--- config.mk ---
export PLATFORM = sky130hd
export DESIGN_NAME = ubd_fifo
export DESIGN_NICKNAME = d
export VERILOG_FILES = /design/src/ubd_fifo.sv
export SDC_FILE = /design/constraint.sdc
export NUM_CORES = 1
export LEC_CHECK = 0
export ABC_CLOCK_PERIOD_IN_PS = 2000
export BUFFER_PORTS_ARGS = -buffer_cell sky130_fd_sc_hd__buf_2
export CAP_MARGIN = 20
export CORE_MARGIN = 1.5
export CORE_UTILIZATION = 48
export CTS_CLUSTER_DIAMETER = 100
export DETAILED_ROUTE_END_ITERATION = 8
export GPL_TIMING_DRIVEN = 0
export HOLD_SLACK_MARGIN = 0.05
export PLACE_DENSITY_LB_ADDON = 0.25
export SLEW_MARGIN = 0
export SYNTH_ARGS = -nofsm -noshare
export SYNTH_HDL_FRONTEND = slang
export SYNTH_SLANG_ARGS = --single-unit
--- constraint.sdc ---
create_clock -name clk_i -period 2 [get_ports clk_i]
set_input_delay 0.4 -clock clk_i [delete_from_list [all_inputs] [get_ports clk_i]]
set_output_delay 0.4 -clock clk_i [all_outputs]
set_load 0.03 [all_outputs]
--- src/ubd_fifo.sv ---
// ----------------------------------------------------------------------------
// ubd_fifo
// Small register queue with full and empty flags
// ----------------------------------------------------------------------------
module ubd_fifo #(
  parameter int unsigned Width = 8,
  parameter int unsigned Depth = 2
) (
  input  logic             clk_i,
  input  logic             rst_ni,
  input  logic             push_i,
  input  logic [Width-1:0] wdata_i,
  output logic             full_o,
  input  logic             pop_i,
  output logic [Width-1:0] rdata_o,
  output logic             empty_o
);

  localparam int unsigned PtrW = (Depth > 1) ? $clog2(Depth) : 1;
  localparam int unsigned CntW = $clog2(Depth + 1);

  logic [Width-1:0] mem_q [Depth];
  logic [PtrW-1:0]  wptr_q, wptr_d, rptr_q, rptr_d;
  logic [CntW-1:0]  cnt_q, cnt_d;
  logic             do_push, do_pop;

  assign full_o  = (cnt_q == CntW'(Depth));
  assign empty_o = (cnt_q == '0);
  assign do_push = push_i && !full_o;
  assign do_pop  = pop_i && !empty_o;
  assign rdata_o = mem_q[rptr_q];

  always_comb begin
    wptr_d = wptr_q;
    rptr_d = rptr_q;
    cnt_d  = cnt_q;
    if (do_push) begin
      wptr_d = (wptr_q == PtrW'(Depth - 1)) ? '0 : wptr_q + 1'b1;
    end
    if (do_pop) begin
      rptr_d = (rptr_q == PtrW'(Depth - 1)) ? '0 : rptr_q + 1'b1;
    end
    if (do_push && !do_pop) begin
      cnt_d = cnt_q + 1'b1;
    end else if (do_pop && !do_push) begin
      cnt_d = cnt_q - 1'b1;
    end
  end

  always_ff @(posedge clk_i or negedge rst_ni) begin
    if (!rst_ni) begin
      wptr_q <= '0;
      rptr_q <= '0;
      cnt_q  <= '0;
    end else begin
      wptr_q <= wptr_d;
      rptr_q <= rptr_d;
      cnt_q  <= cnt_d;
    end
  end

  always_ff @(posedge clk_i) begin
    if (do_push) begin
      mem_q[wptr_q] <= wdata_i;
    end
  end

endmodule

# After elaboration in Yosys (flattened, before gate mapping)
# Memory sizes are Yosys's and may differ from the RTL's.
# Index checks and enable logic that the tools add are counted.
# word_totals
register_bits	4
ramBits	16
inputBits	12
wordCells	25
mem_count	1
# classes
n_addsub	4
eq_ne	1
n_mux	6
reduce_logical	10
# memory_table
name	depth	width	read_ports	rd_ports_with_merged_regs	wr	line_no	source
mem_q	2	8	1	0	1	22	logic [Width-1:0] mem_q [Depth];
# op_table
operator	count
logical AND 1 bit	4
zero test 1 bit	4
two-way mux 1 bit	4
two-way mux 2 bit	2
adder 1 bit, second input constant	2
adder 2 x 1 -> 2 bit, second input constant	1
equality test 2 bit, second input constant	1
zero test 2 bit	1
nonzero test 2 bit	1
subtractor 2 x 1 -> 2 bit, second input constant	1

# Depth between registers and ports, before layout
# logic_depth
word_depth	7
ltp_mapped	7
depth_no_buf	7

# Least setup slack after synthesis
# No wires, ideal clock.
# synth_path
path_kind	flip-flop to flip-flop
startpoint	reg cnt_q[0]
endpoint	mem mem_q[0][0] (enable)
setup_time_ns	0.370
t_arrival_ns	1.022
slack_ns	0.608
path_stages_with_launch	4
path_buffers	0
cell_sequence	dfrtp_1 nand2b_1 nand2_2 nor2_1
# synth_between
elab_chain_cells	5
# synth_lines
element	line_no	source
from (decl)	24	logic [CntW-1:0] cnt_q, cnt_d;
from (signal assigned)	58	cnt_q <= cnt_d;
equality test 2 bit	27	assign full_o = (cnt_q == CntW'(Depth));
zero test 1 bit	29	assign do_push = push_i && !full_o;
logical AND 1 bit	29	
two-way mux 1 bit	63	if (do_push) begin
two-way mux 1 bit (implied by the code)	64	mem_q[wptr_q] <= wdata_i;
to (decl)	22	
# No other way between the ends.

# Final worst setup path
# layout_path
startpoint	reg rptr_q
endpoint	out rdata_o[0]
# layout_between
elab_chain_cells	1
# layout_lines
element	line_no	source
from (decl)	23	logic [PtrW-1:0] wptr_q, wptr_d, rptr_q, rptr_d;
from (signal assigned)	57	rptr_q <= rptr_d;
memory read (2 x 8 bit)	--	
to (decl)	15	output logic [Width-1:0] rdata_o,
# No other way between the ends.

==> impl_metrics.env <==
export IMPL_async_flop_share=0.2000
export IMPL_yosysTopAreaCellShare=0.6144
export IMPL_die_y_um=43.36
export IMPL_htreeDepth=1
export IMPL_power_share_clock=0.126
export IMPL_status="complete, no violations"
export IMPL_slew_headroom=0.5534
export IMPL_setup_viol=0
export IMPL_clk_latency_ns=0.29
export IMPL_synth_main_ff_cell="edfxtp_1"
export IMPL_max_vdd_ir_drop_uv=952.0
export IMPL_cts_clk_slew_worst_paths_ns=0.10
export IMPL_syn_nets=57
export IMPL_critical_path_startpoint="rptr_q$_DFFE_PN0P_"
export IMPL_drc_errors=0
export IMPL_worstPathArrival_ns=1.38
export IMPL_start_util=0.5131
export IMPL_die_w_um=43.36
export IMPL_cts_setup_buffers=0
export IMPL_core_um2=1524
export IMPL_ioPinCount=22
export IMPL_synth_most_common_cell="edfxtp_1"
export IMPL_routabilityCongestion=0.6415
export IMPL_min_period_ns=1.782
export IMPL_fin_util=0.6190
export IMPL_cts_max_path_buffers=2
export IMPL_p_sw_frac=0.3833
export IMPL_grt_max_degree=12
export IMPL_synth_top_cell_by_area="edfxtp_1"
export IMPL_cp_max_fo=9
export IMPL_setup_worst_path_class="flip-flop to output pin"
export IMPL_rsz0062_at_grt="no"
export IMPL_reg2reg_to="mem_q[0][1]$_DFFE_PP_"
export IMPL_finalCritPeriodShare=0.8908
export IMPL_rr_startpoint="cnt_q[0]$_DFFE_PN0P_"
export IMPL_portBuffers=21
export IMPL_synth_edf_count=16
export IMPL_hold_path_end="mem_q[0][3]$_DFFE_PP_"
export IMPL_syn_inst=44
export IMPL_area_growth_pct=20.64
export IMPL_fillCellCount=123
export IMPL_rrSetupSlack_ns=0.39
export IMPL_timing_hold_worst_class="primary input to flip-flop"
export IMPL_fmax_mhz=561.3
export IMPL_crit_path_end_kind="output pin"
export IMPL_power_frac_comb=0.424
export IMPL_cts_sinks=20
export IMPL_maxCapViolations=0
export IMPL_hold_violations=0
export IMPL_tightest_slew_ns=0.6675
export IMPL_postRouteAntennaNets=0
export IMPL_wl_per_cell_um=12.37
export IMPL_vias_per_cell=4.779
export IMPL_whs_ns=0.2937
export IMPL_start_kind="flip-flop"
export IMPL_crit_required_ns=1.60
export IMPL_nets=84
export IMPL_ys_seq_area_frac=0.7424
export IMPL_avgSynthCellArea_um2=17.77
export IMPL_ff2ff_path_depth=3
export IMPL_ys_top_cells_by_area="edfxtp_1, dfrtp_1, mux2_1"
export IMPL_cts_root_buf="clkbuf_4"
export IMPL_p_int_uw=877.9
export IMPL_drive_above_1_share=0.4143
export IMPL_holdCritStartpoint="wdata_i[3]"
export IMPL_final_max_slew_viol_count=0
export IMPL_wirelength_mm=1.064
export IMPL_seq_power_share=0.450
export IMPL_finalClockSkew_ns=0.004552
export IMPL_final_setup_tns_ns=0
export IMPL_ys_warn_count=0
export IMPL_dr_pass1_iters=4
export IMPL_grt_overflow=0
export IMPL_vias=411
export IMPL_grt_pass1_wl_mm=1.600
export IMPL_power_leakage_nw=0.3977
export IMPL_diodes=0
export IMPL_cts_buffers=3
export IMPL_syn_area_um2=782.0
export IMPL_netlist_top_cells_count="edfxtp_1, mux2_1, dfrtp_1"
export IMPL_grt_usage=0.1281
export IMPL_yosysUniqueCellTypes=15
export IMPL_first_iter_violations=3
export IMPL_num_rows=14
export IMPL_cts_tree="built"
export IMPL_power_density_nw_per_um2=1509
export IMPL_first_global_vias=367
export IMPL_dieArea_um2=1880
export IMPL_antenna_found_initial=0
export IMPL_dpl_hpwl_um=797.6
export IMPL_p_sw_uw=545.6
export IMPL_synth_ff_latch_count=20
export IMPL_hold_depth=1
==> logic make-up (layout without fill, tap and decap cells) <==
kind of cell,after synthesis,in the layout,share of synthesized area
adder cells (fa/ha/maj),1,1,0.01600
AO/OA/AOI/OAI,1,1,0.006394
AND/OR/NAND/NOR,6,6,0.03841
multiplexers,8,8,0.1152
XOR/XNOR,5,5,0.06561
flip-flops,20,20,0.7424
buffers and inverters,3,29,0.01600
==> metrics by stage <==
step / std cells / area [um2] / setup WS [ns] / total power, mW
2_1_floorplan: 44 / 782.0 / 0.6079 / 1.108
3_3_place_gp: 81 / 907.1 / 0.3938 / 1.245
3_5_place_dp: 81 / 907.1 / 0.3506 / 1.261
4_1_cts: 86 / 943.4 / 0.2009 / 1.444
5_1_grt: 86 / 943.4 / 0.1475 / 1.510
6_report: 86 / 943.4 / 0.2184 / 1.424
==> layout make-up <==
type                    count  area (um2)  share of cell area
plain buffers               1       5.005            0.005305
clock inverters             1       3.754            0.003979
multi-input cells          21       188.9              0.2003
flip-flops and latches     20       580.6              0.6154
well taps                  16       20.02             0.02122
clock buffers               3       22.52             0.02387
repair buffers             22       115.1              0.1220
inverters                   2       7.507            0.007958
==> flip-flops by register name (all words and copies together) (netlist names) <==
signal,flops
cnt_q,2
wptr_q,1
rptr_q,1
mem_q,16
==> how the worst max path moves through the flow <==
stage,endpoint,depth (start not counted),slack (ns)
final,rdata_o[0],3,0.22
after global routing,rdata_o[5],3,0.15
after CTS,rdata_o[0],3,0.20
after detailed placement,mem_q[0][7]$_DFFE_PP_,3,0.35
after global placement,mem_q[0][5]$_DFFE_PP_,3,0.39
after floorplan,mem_q[0][0]$_DFFE_PP_,3,0.61
==> worst max-delay path, stage by stage, from the launching register on <==
cell	delay [ns]
dfrtp_1	0.33
buf_2	0.22
mux2_1	0.36
buf_2	0.18
==> layout by cell type, fill, tap and decap left out, drive strengths merged <==
master and n:
nand2b 1, nor2 3, mux2 8, clkinv 1, and3 1, edfxtp 16
dlygate4sd3 1, o21ai 1, ha 1, inv 2, dfrtp 4, nand2 1
xor2 2, buf 22, xnor2 3, clkbuf 3
==> power groups by stage <==
stage,Clock (mW),Combinational [mW],Sequential (mW)
detailed placement,0,0.609,0.651
CTS,0.189,0.613,0.642
finish,0.179,0.604,0.641
global placement,0,0.600,0.644
floorplan,0,0.473,0.634
global route,0.216,0.642,0.652
==> repair_timing <==
item,in CTS,in global routing
endpoints found under the setup margin,0,0
resized for setup,0,0
hold endpoints to repair,4,0
hold buffers,1,0
==> per-layer routing <==
metal,track usage,routed length [um],vias up
li1,-,-,210
met1,0.1261,439,189
met2,0.2179,570,12
met3,0.06250,54,0
met4,0.07273,0,0
met5,0,0,-
No activity file was read; power rests on OpenSTA's default activity.
