[config.mk]
export PLATFORM = sky130hd
export DESIGN_NAME = ubd_front
export DESIGN_NICKNAME = d
export VERILOG_FILES = /design/src/ubd_pkg.sv /design/src/ubd_front.sv
export SDC_FILE = /design/constraint.sdc
export NUM_CORES = 1
export LEC_CHECK = 0
export BUFFER_PORTS_ARGS = -buffer_cell sky130_fd_sc_hd__buf_2
export CAP_MARGIN = 10
export CORE_AREA = 3 3 45 77
export DETAILED_ROUTE_END_ITERATION = 12
export DIE_AREA = 0 0 48 80
export PLACE_DENSITY = 0.88
export SETUP_SLACK_MARGIN = 0.05
export SLEW_MARGIN = 30
export SYNTH_ARGS = -nofsm -noshare
export SYNTH_HDL_FRONTEND = slang
export SYNTH_SLANG_ARGS = --single-unit
[constraint.sdc]
create_clock -name vclk -period 2.9
set_input_delay 0.58 -clock vclk [all_inputs]
set_output_delay 0.58 -clock vclk [all_outputs]
set_load 0.01 [all_outputs]
[src/ubd_pkg.sv]
// ----------------------------------------------------------------------------
// ubd_pkg
// Shared types, status codes and baud rate table for the divisor block
// ----------------------------------------------------------------------------
package ubd_pkg;

  localparam int unsigned NumRates = 21;
  localparam int unsigned DivSteps = 32;
  localparam int unsigned FracSteps = 7;

  typedef enum logic [2:0] {
    ST_OK     = 3'd0,
    ST_BAUD   = 3'd1,
    ST_WORD   = 3'd2,
    ST_PARITY = 3'd3,
    ST_STOP   = 3'd4
  } status_e;

  localparam logic [6:0] FifoEnable = 7'h10;

  typedef struct packed {
    status_e     status;
    logic [6:0]  lcr;
    logic [31:0] clk;
    logic [19:0] baud;
    logic [23:0] span;
  } req_t;

  typedef struct packed {
    status_e     status;
    logic [22:0] idiv;
    logic [6:0]  fdiv;
    logic [6:0]  lcr;
  } res_t;

  function automatic logic [19:0] rate_lookup(input logic [4:0] code);
    logic [19:0] r;
    unique case (code)
      5'd0:    r = 20'd50;
      5'd1:    r = 20'd75;
      5'd2:    r = 20'd110;
      5'd3:    r = 20'd134;
      5'd4:    r = 20'd200;
      5'd5:    r = 20'd300;
      5'd6:    r = 20'd600;
      5'd7:    r = 20'd1200;
      5'd8:    r = 20'd1800;
      5'd9:    r = 20'd2400;
      5'd10:   r = 20'd4800;
      5'd11:   r = 20'd9600;
      5'd12:   r = 20'd19200;
      5'd13:   r = 20'd38400;
      5'd14:   r = 20'd57600;
      5'd15:   r = 20'd76800;
      5'd16:   r = 20'd115200;
      5'd17:   r = 20'd230400;
      5'd18:   r = 20'd380400;
      5'd19:   r = 20'd460800;
      5'd20:   r = 20'd921600;
      default: r = 20'd0;
    endcase
    return r;
  endfunction

endpackage

[src/ubd_front.sv]
// ----------------------------------------------------------------------------
// ubd_front
// Checks the codes, looks up the baud rate and packs the line control word
// ----------------------------------------------------------------------------
module ubd_front (
  input  logic [31:0]   clock_rate_i,
  input  logic [4:0]    baud_code_i,
  input  logic [2:0]    word_length_code_i,
  input  logic [1:0]    parity_code_i,
  input  logic [1:0]    stop_code_i,
  output ubd_pkg::req_t req_o
);

  logic [1:0]  pbits;
  logic        sbit;
  logic [19:0] baud;

  assign baud = ubd_pkg::rate_lookup(baud_code_i);

  always_comb begin
    case (parity_code_i)
      2'd1:    pbits = 2'd2;
      2'd2:    pbits = 2'd1;
      default: pbits = 2'd0;
    endcase
    sbit = (stop_code_i == 2'd2);

    req_o.clk    = clock_rate_i;
    req_o.baud   = baud;
    req_o.span   = {baud, 4'b0};
    req_o.lcr    = ubd_pkg::FifoEnable | {word_length_code_i[1:0], 1'b0, sbit, pbits, 1'b0};
    req_o.status = ubd_pkg::ST_OK;
    if (baud_code_i >= 5'(ubd_pkg::NumRates)) begin
      req_o.status = ubd_pkg::ST_BAUD;
    end else if (word_length_code_i > 3'd3) begin
      req_o.status = ubd_pkg::ST_WORD;
    end else if (parity_code_i == 2'd3) begin
      req_o.status = ubd_pkg::ST_PARITY;
    end else if (stop_code_i == 2'd1 || stop_code_i == 2'd3) begin
      req_o.status = ubd_pkg::ST_STOP;
    end
  end

endmodule

# Yosys cells after proc, flatten, opt, wreduce, memory -nomap -nowiden
# Memory sizes are Yosys's and may differ from the RTL's.
# Cells that the tools add are included.
op_classes:
  reduce_logical: 1
  order_cmp: 2
  n_eq_ne: 6
  mux: 5
op_table:
  columns: ["operator", "count"]
  rows:
  - ["2-to-1 mux 3 bit", 4]
  - ["equality test 2 bit (second input constant)", 4]
  - ["greater-or-equal comparator 5 bit (second input constant)", 1]
  - ["equality test 2 x 1 -> 1 bit (second input constant)", 2]
  - ["one-hot mux 2 bit (2 select lines)", 1]
  - ["greater-than comparator 3 x 2 -> 1 bit (second input constant)", 1]
  - ["logical OR 1 bit", 1]
word_totals:
  n_memories: 1
  elab_cells: 15
  rom_bits: 640
  regBits: 0
  output_inout_bits: 86
memory_table:
  columns: ["memory", "words", "word_bits", "read_ports", "rd_clocked_by_memory_dff", "write_ports", "line_no", "text"]
  rows:
  - ["(no name shown)", 32, 20, 1, 0, 0, "ubd_pkg.sv:38", "unique case (code)"]

# Depth between registers and ports, before layout
# Gate-level depths: netlist of the first run.
depth:
  depth_word: 6
  ltp_mapped: 6
  ltp_nobuf: 5

# Least setup slack after synthesis of the first run
# No wires, ideal clock.
synth_path:
  kind: "input port to output port"
  startpoint: "in baud_code_i[0]"
  endpoint: "out req_o[30] (netlist name)"
  path_buffers: 1
  t_arrival_ns: 1.733
  stages: 5
  required_ns: 2.320
  setup_slack_ns: 0.587
  cell_sequence: "inv_1 ha_1 inv_1 o311ai_1 buf_4"
synth_rtl:
  columns: ["element", "line_no", "text"]
  rows:
  - ["start, declared", "ubd_front.sv:7", "input logic [4:0] baud_code_i,"]
  - ["end, declared", "ubd_front.sv:11", "output ubd_pkg::req_t req_o"]

==> results of run 1 <==
routing by layer:
metal / GRT usage (%) / wire [um] / part of all wire (%) / vias to the layer above
li1: - / - / - / 427
met5: 0 / 0 / 0 / -
met3: 0.9029 / 259 / 10 / 22
met2: 21.88 / 1302 / 52 / 45
met1: 9.467 / 744 / 30 / 388
met4: 9.704 / 194 / 7.8 / 0
final cells by class:
type | instances | area, sq um
fillers | 335 | 2024
inverters | 7 | 26.28
multi-input cells | 82 | 554.3
well taps | 28 | 35.03
repair buffers | 57 | 287.8
report_power, final:
group	switching [mW]	internal, mW	total, mW
clock network	0	0	0
registers	0	0	0
logic	0.0875	0.0567	0.144
total	0.0875	0.0567	0.144
stage by stage:
step	hold WS (ns)	area (sq um)	total power [mW]
after floorplan	1.206	1099	0.1701
final	1.160	903.4	0.1442
after global placement	1.160	903.4	0.1437
after global routing	1.160	903.4	0.1592
after detailed placement	1.160	903.4	0.1455
after CTS	1.160	903.4	0.1458
worst max path at each step:
stage	endpoint
final	req_o[85]
after global routing	req_o[85]
after CTS	req_o[85]
after detailed placement	req_o[85]
after global placement	req_o[84]
after floorplan	req_o[30]
logic make-up (layout without fill, tap and decap cells):
family | count (synthesis) | count (layout) | synth area share [%]
other cells | 2 | 6 | 0.6931
simple gates | 35 | 35 | 17.09
fa+ha+maj | 8 | 8 | 9.238
compound gates | 27 | 27 | 16.97
mux | 6 | 6 | 5.774
buf+inv | 74 | 64 | 50.23
synthesized netlist by cell type, types with 3 or more instances:
cell type,instances,area [sq um]
nor2_1,6,22.52
buf_6,4,45.04
ha_1,8,100.1
buf_4,63,473.0
a21oi_1,6,30.03
inv_1,6,22.52
nand2_1,11,41.29
nand3b_1,3,22.52
nand2b_1,3,18.77
nor2b_1,3,18.77
mux2i_1,4,40.04
o21ai_0,4,20.02
==> flow_summary.ini, run 1 <==
[power_and_ir_drop]
p_leak_nw = 0.5280
power.density_nw_per_um2 = 159.6
ir_drop_mv = 0.05465

[global_route]
grt_usage_pct = 11.63
antenna_found_initial = 0
grt_pass1_wl_mm = 3.470
grt_max_degree = 23
grt_pass1_vias = 774
gr-total-overflow = 0

[drt]
vias_per_cell = 5.069
dr_total_vias = 882
drc = 0
wl_per_cell_um = 14.37
firstDrtPassIters = 4
finalWirelength_mm = 2.500
drtIter0Drc = 18
ant_nets = 0

[setup_path]
worstPathRequired_ns = 2.32
cp_common_cell = buf_2
crit_buf_inv = 3
crit_slowest_cell = o31a_1
cp_top_family = compound AO/OA/AOI/OAI gates
worst-path-stages = 7
endpoint_kind = output pin
path_cells = buf_2 > inv_1 > ha_1 > o31a_1 > o21ai_2 > and4_1 > buf_2
cpPeakStageDelay_ns = 0.31
cp_max_fo = 8
path_class = in2out
cp-startpoint = baud_code_i[1]
start_kind = input pin
arrival_ns = 1.90

[placed_design]
portBuffers = 56
pre_cts_slack_ns = 0.4122
hpwl_mm = 2.125
dp_cells = 174
gp_congestion = 0.9156

[floorplan]
die_h_um = 80
fp-row-count = 26
io_pins = 130
initial_core_util_pct = 37.01
dieArea_sq_um = 3840
core-area_sq_um = 2928
die_w_um = 48

[timing]
fin_tns_setup_ns = 0
finalHoldViolCount = 0
rsz0062_at_grt = false
fin_crit_sh_pct = 85.39
finalSetupViolCount = 0
slew_viol_final = 0
layout_min_cycle_time_ns = 2.476
fin_ws_ns = 0.4238
max_freq_ghz = 0.4038

[final_layout]
antenna_cells = 0
final_core_util_pct = 30.85
clock_buffers = 0
nNetsFinal = 200
area_delta_synth_final_pct = -16.63
nFlopsAndLatches = 0
final_common_cell = buf_2
seq_area_sq_um = 0
stdcell_count = 174
layout_common_cells = 56 x buf_2, 11 x nand2_1, 8 x ha_1
drive_gt1_share_pct = 43.15

[synthesis]
netlist_area_sq_um = 1084
yosysWarnings = 0
synth_cell_types = 34
syn_avg_cell_area_sq_um = 7.129
netlist_instances = 152
seq_area_frac_synth_pct = 0

[hold_path]
min_to = req_o[45]
min-delay-start = clock_rate_i[1]
whs_path_depth = 0
hold_path_class = in2out

[run]
maxCapViolations = 0

[clock_tree]
holdBufCountCts = 0
ctsResizeCount = 0
post_cts_buffers = 0

[run_status]
status = finished clean
Power figures use the tool's default switching activity.
==> run 2: changes to the inputs <==
- CORE_AREA: 3 3 45 77 -> 3 3 50 70
- DIE_AREA: 0 0 48 80 -> 0 0 53 73
- PLACE_DENSITY: 0.88 -> 0.87
==> flow_summary.ini, run 2 (synthesis results as in run 1) <==
[placed_design]
hpwl_mm = 2.035
gp_congestion = 0.7891
portBuffers = 56
placed_area_sq_um = 914.6

[floorplan]
die_h_um = 73
initial_core_util_pct = 37.28
io_pins = 130
fp-row-count = 23
core-area_sq_um = 2907
dieArea_sq_um = 3869
die_w_um = 53

[global_route]
antenna_found_initial = 0
grt_pass1_vias = 847
grt_max_degree = 23
grt_pass1_wl_mm = 3.843
gr-total-overflow = 0
grt_usage_pct = 12.42

[power_and_ir_drop]
internal_power_uw = 56.78
power.density_nw_per_um2 = 158.8
p_sw_share_pct = 60.91
p_leak_nw = 0.5280
p_switching_uw = 88.48
ir_drop_mv = 0.06862
comb_power_share_pct = 100.0
pwr-share-seq_pct = 0
p_clk_share_pct = 0

[timing]
max_freq_ghz = 0.4026
fin_tns_setup_ns = 0
fin_crit_sh_pct = 85.65
rsz0062_at_grt = false
layout_min_cycle_time_ns = 2.484
finalHoldViolCount = 0
finalSetupViolCount = 0
slew_viol_final = 0
whs_ns = 1.160

[setup_path]
start_kind = input pin
cp_max_fo = 8
cp-startpoint = baud_code_i[1]
endpoint_kind = output pin
path_class = in2out
arrival_ns = 1.90
worstPathRequired_ns = 2.32

[drt]
dr_total_vias = 899
wl_per_cell_um = 13.65
drt-met1-wl_um = 826
dr_wl_met3_um = 259
finalWirelength_mm = 2.498
drc = 0
ant_nets = 0
vias_per_cell = 4.913
firstDrtPassIters = 3
route.met2.wl_mm = 1.242
top_layer = met4
drtIter0Drc = 18

[final_layout]
clock_buffers = 0
nNetsFinal = 200
antenna_cells = 0
seq_area_sq_um = 0
nFlopsAndLatches = 0
layout_common_cells = 56 x buf_2, 11 x nand2_1, 8 x ha_1
final_common_cell = buf_2
area_delta_synth_final_pct = -15.59
final_area_sq_um = 914.6
drive_gt1_share_pct = 43.15

[run_status]
status = finished clean

[clock_tree]
holdBufCountCts = 0
ctsResizeCount = 0
post_cts_buffers = 0

[hold_path]
min-delay-start = clock_rate_i[0]
hold_path_class = in2out

[run]
maxCapViolations = 0
[run 2: cell counts in the layout (fill, tap and decap cells not counted)]
Identical to the previous run, type by type.
[run 2: power groups by stage]
stage	Clock (mW)	Sequential (mW)	Combinational, mW
5_1_grt	0	0	0.162
3_3_place_gp	0	0	0.144
2_1_floorplan	0	0	0.170
4_1_cts	0	0	0.146
6_report	0	0	0.145
3_5_place_dp	0	0	0.146
[run 2: per-stage QoR]
| step | setup WS, ns | power [mW] | util, % | std cells |
|---|---|---|---|---|
| 6_report | 0.4160 | 0.1453 | 31.47 | 183 |
| 5_1_grt | 0.3042 | 0.1619 | 31.47 | 183 |
| 4_1_cts | 0.4178 | 0.1464 | 31.47 | 183 |
| 3_5_place_dp | 0.4256 | 0.1460 | 31.47 | 183 |
| 3_3_place_gp | 0.4172 | 0.1435 | 31.47 | 183 |
| 2_1_floorplan | 0.5871 | 0.1701 | - | 156 |
[run 2: layout make-up]
cell class,count,area (sq um)
multi-input combinational,82,554.3
tap,37,46.29
timing repair buffer,57,287.8
fill,337,1992
inverter,7,26.28
[run 2: worst max-delay path, stage by stage]
cell and delay (ns):
buf_2 0.17, inv_1 0.13, ha_1 0.25, o31a_1 0.31, o21ai_2 0.15, and4_1 0.19, buf_2 0.13
[run 2: metal layers]
layer  vias to the layer above  track usage (%)
li1                        431                -
met1                       393            12.62
met2                        49            22.51
met3                        26            1.022
met4                         0            9.375
met5                         -                0
[run 2: final timing paths]
| path | end | slack, ns | cells past startpoint |
|---|---|---|---|
| max | req_o[85] | 0.42 | 7 |
| min | req_o[44] | 1.16 | 0 |
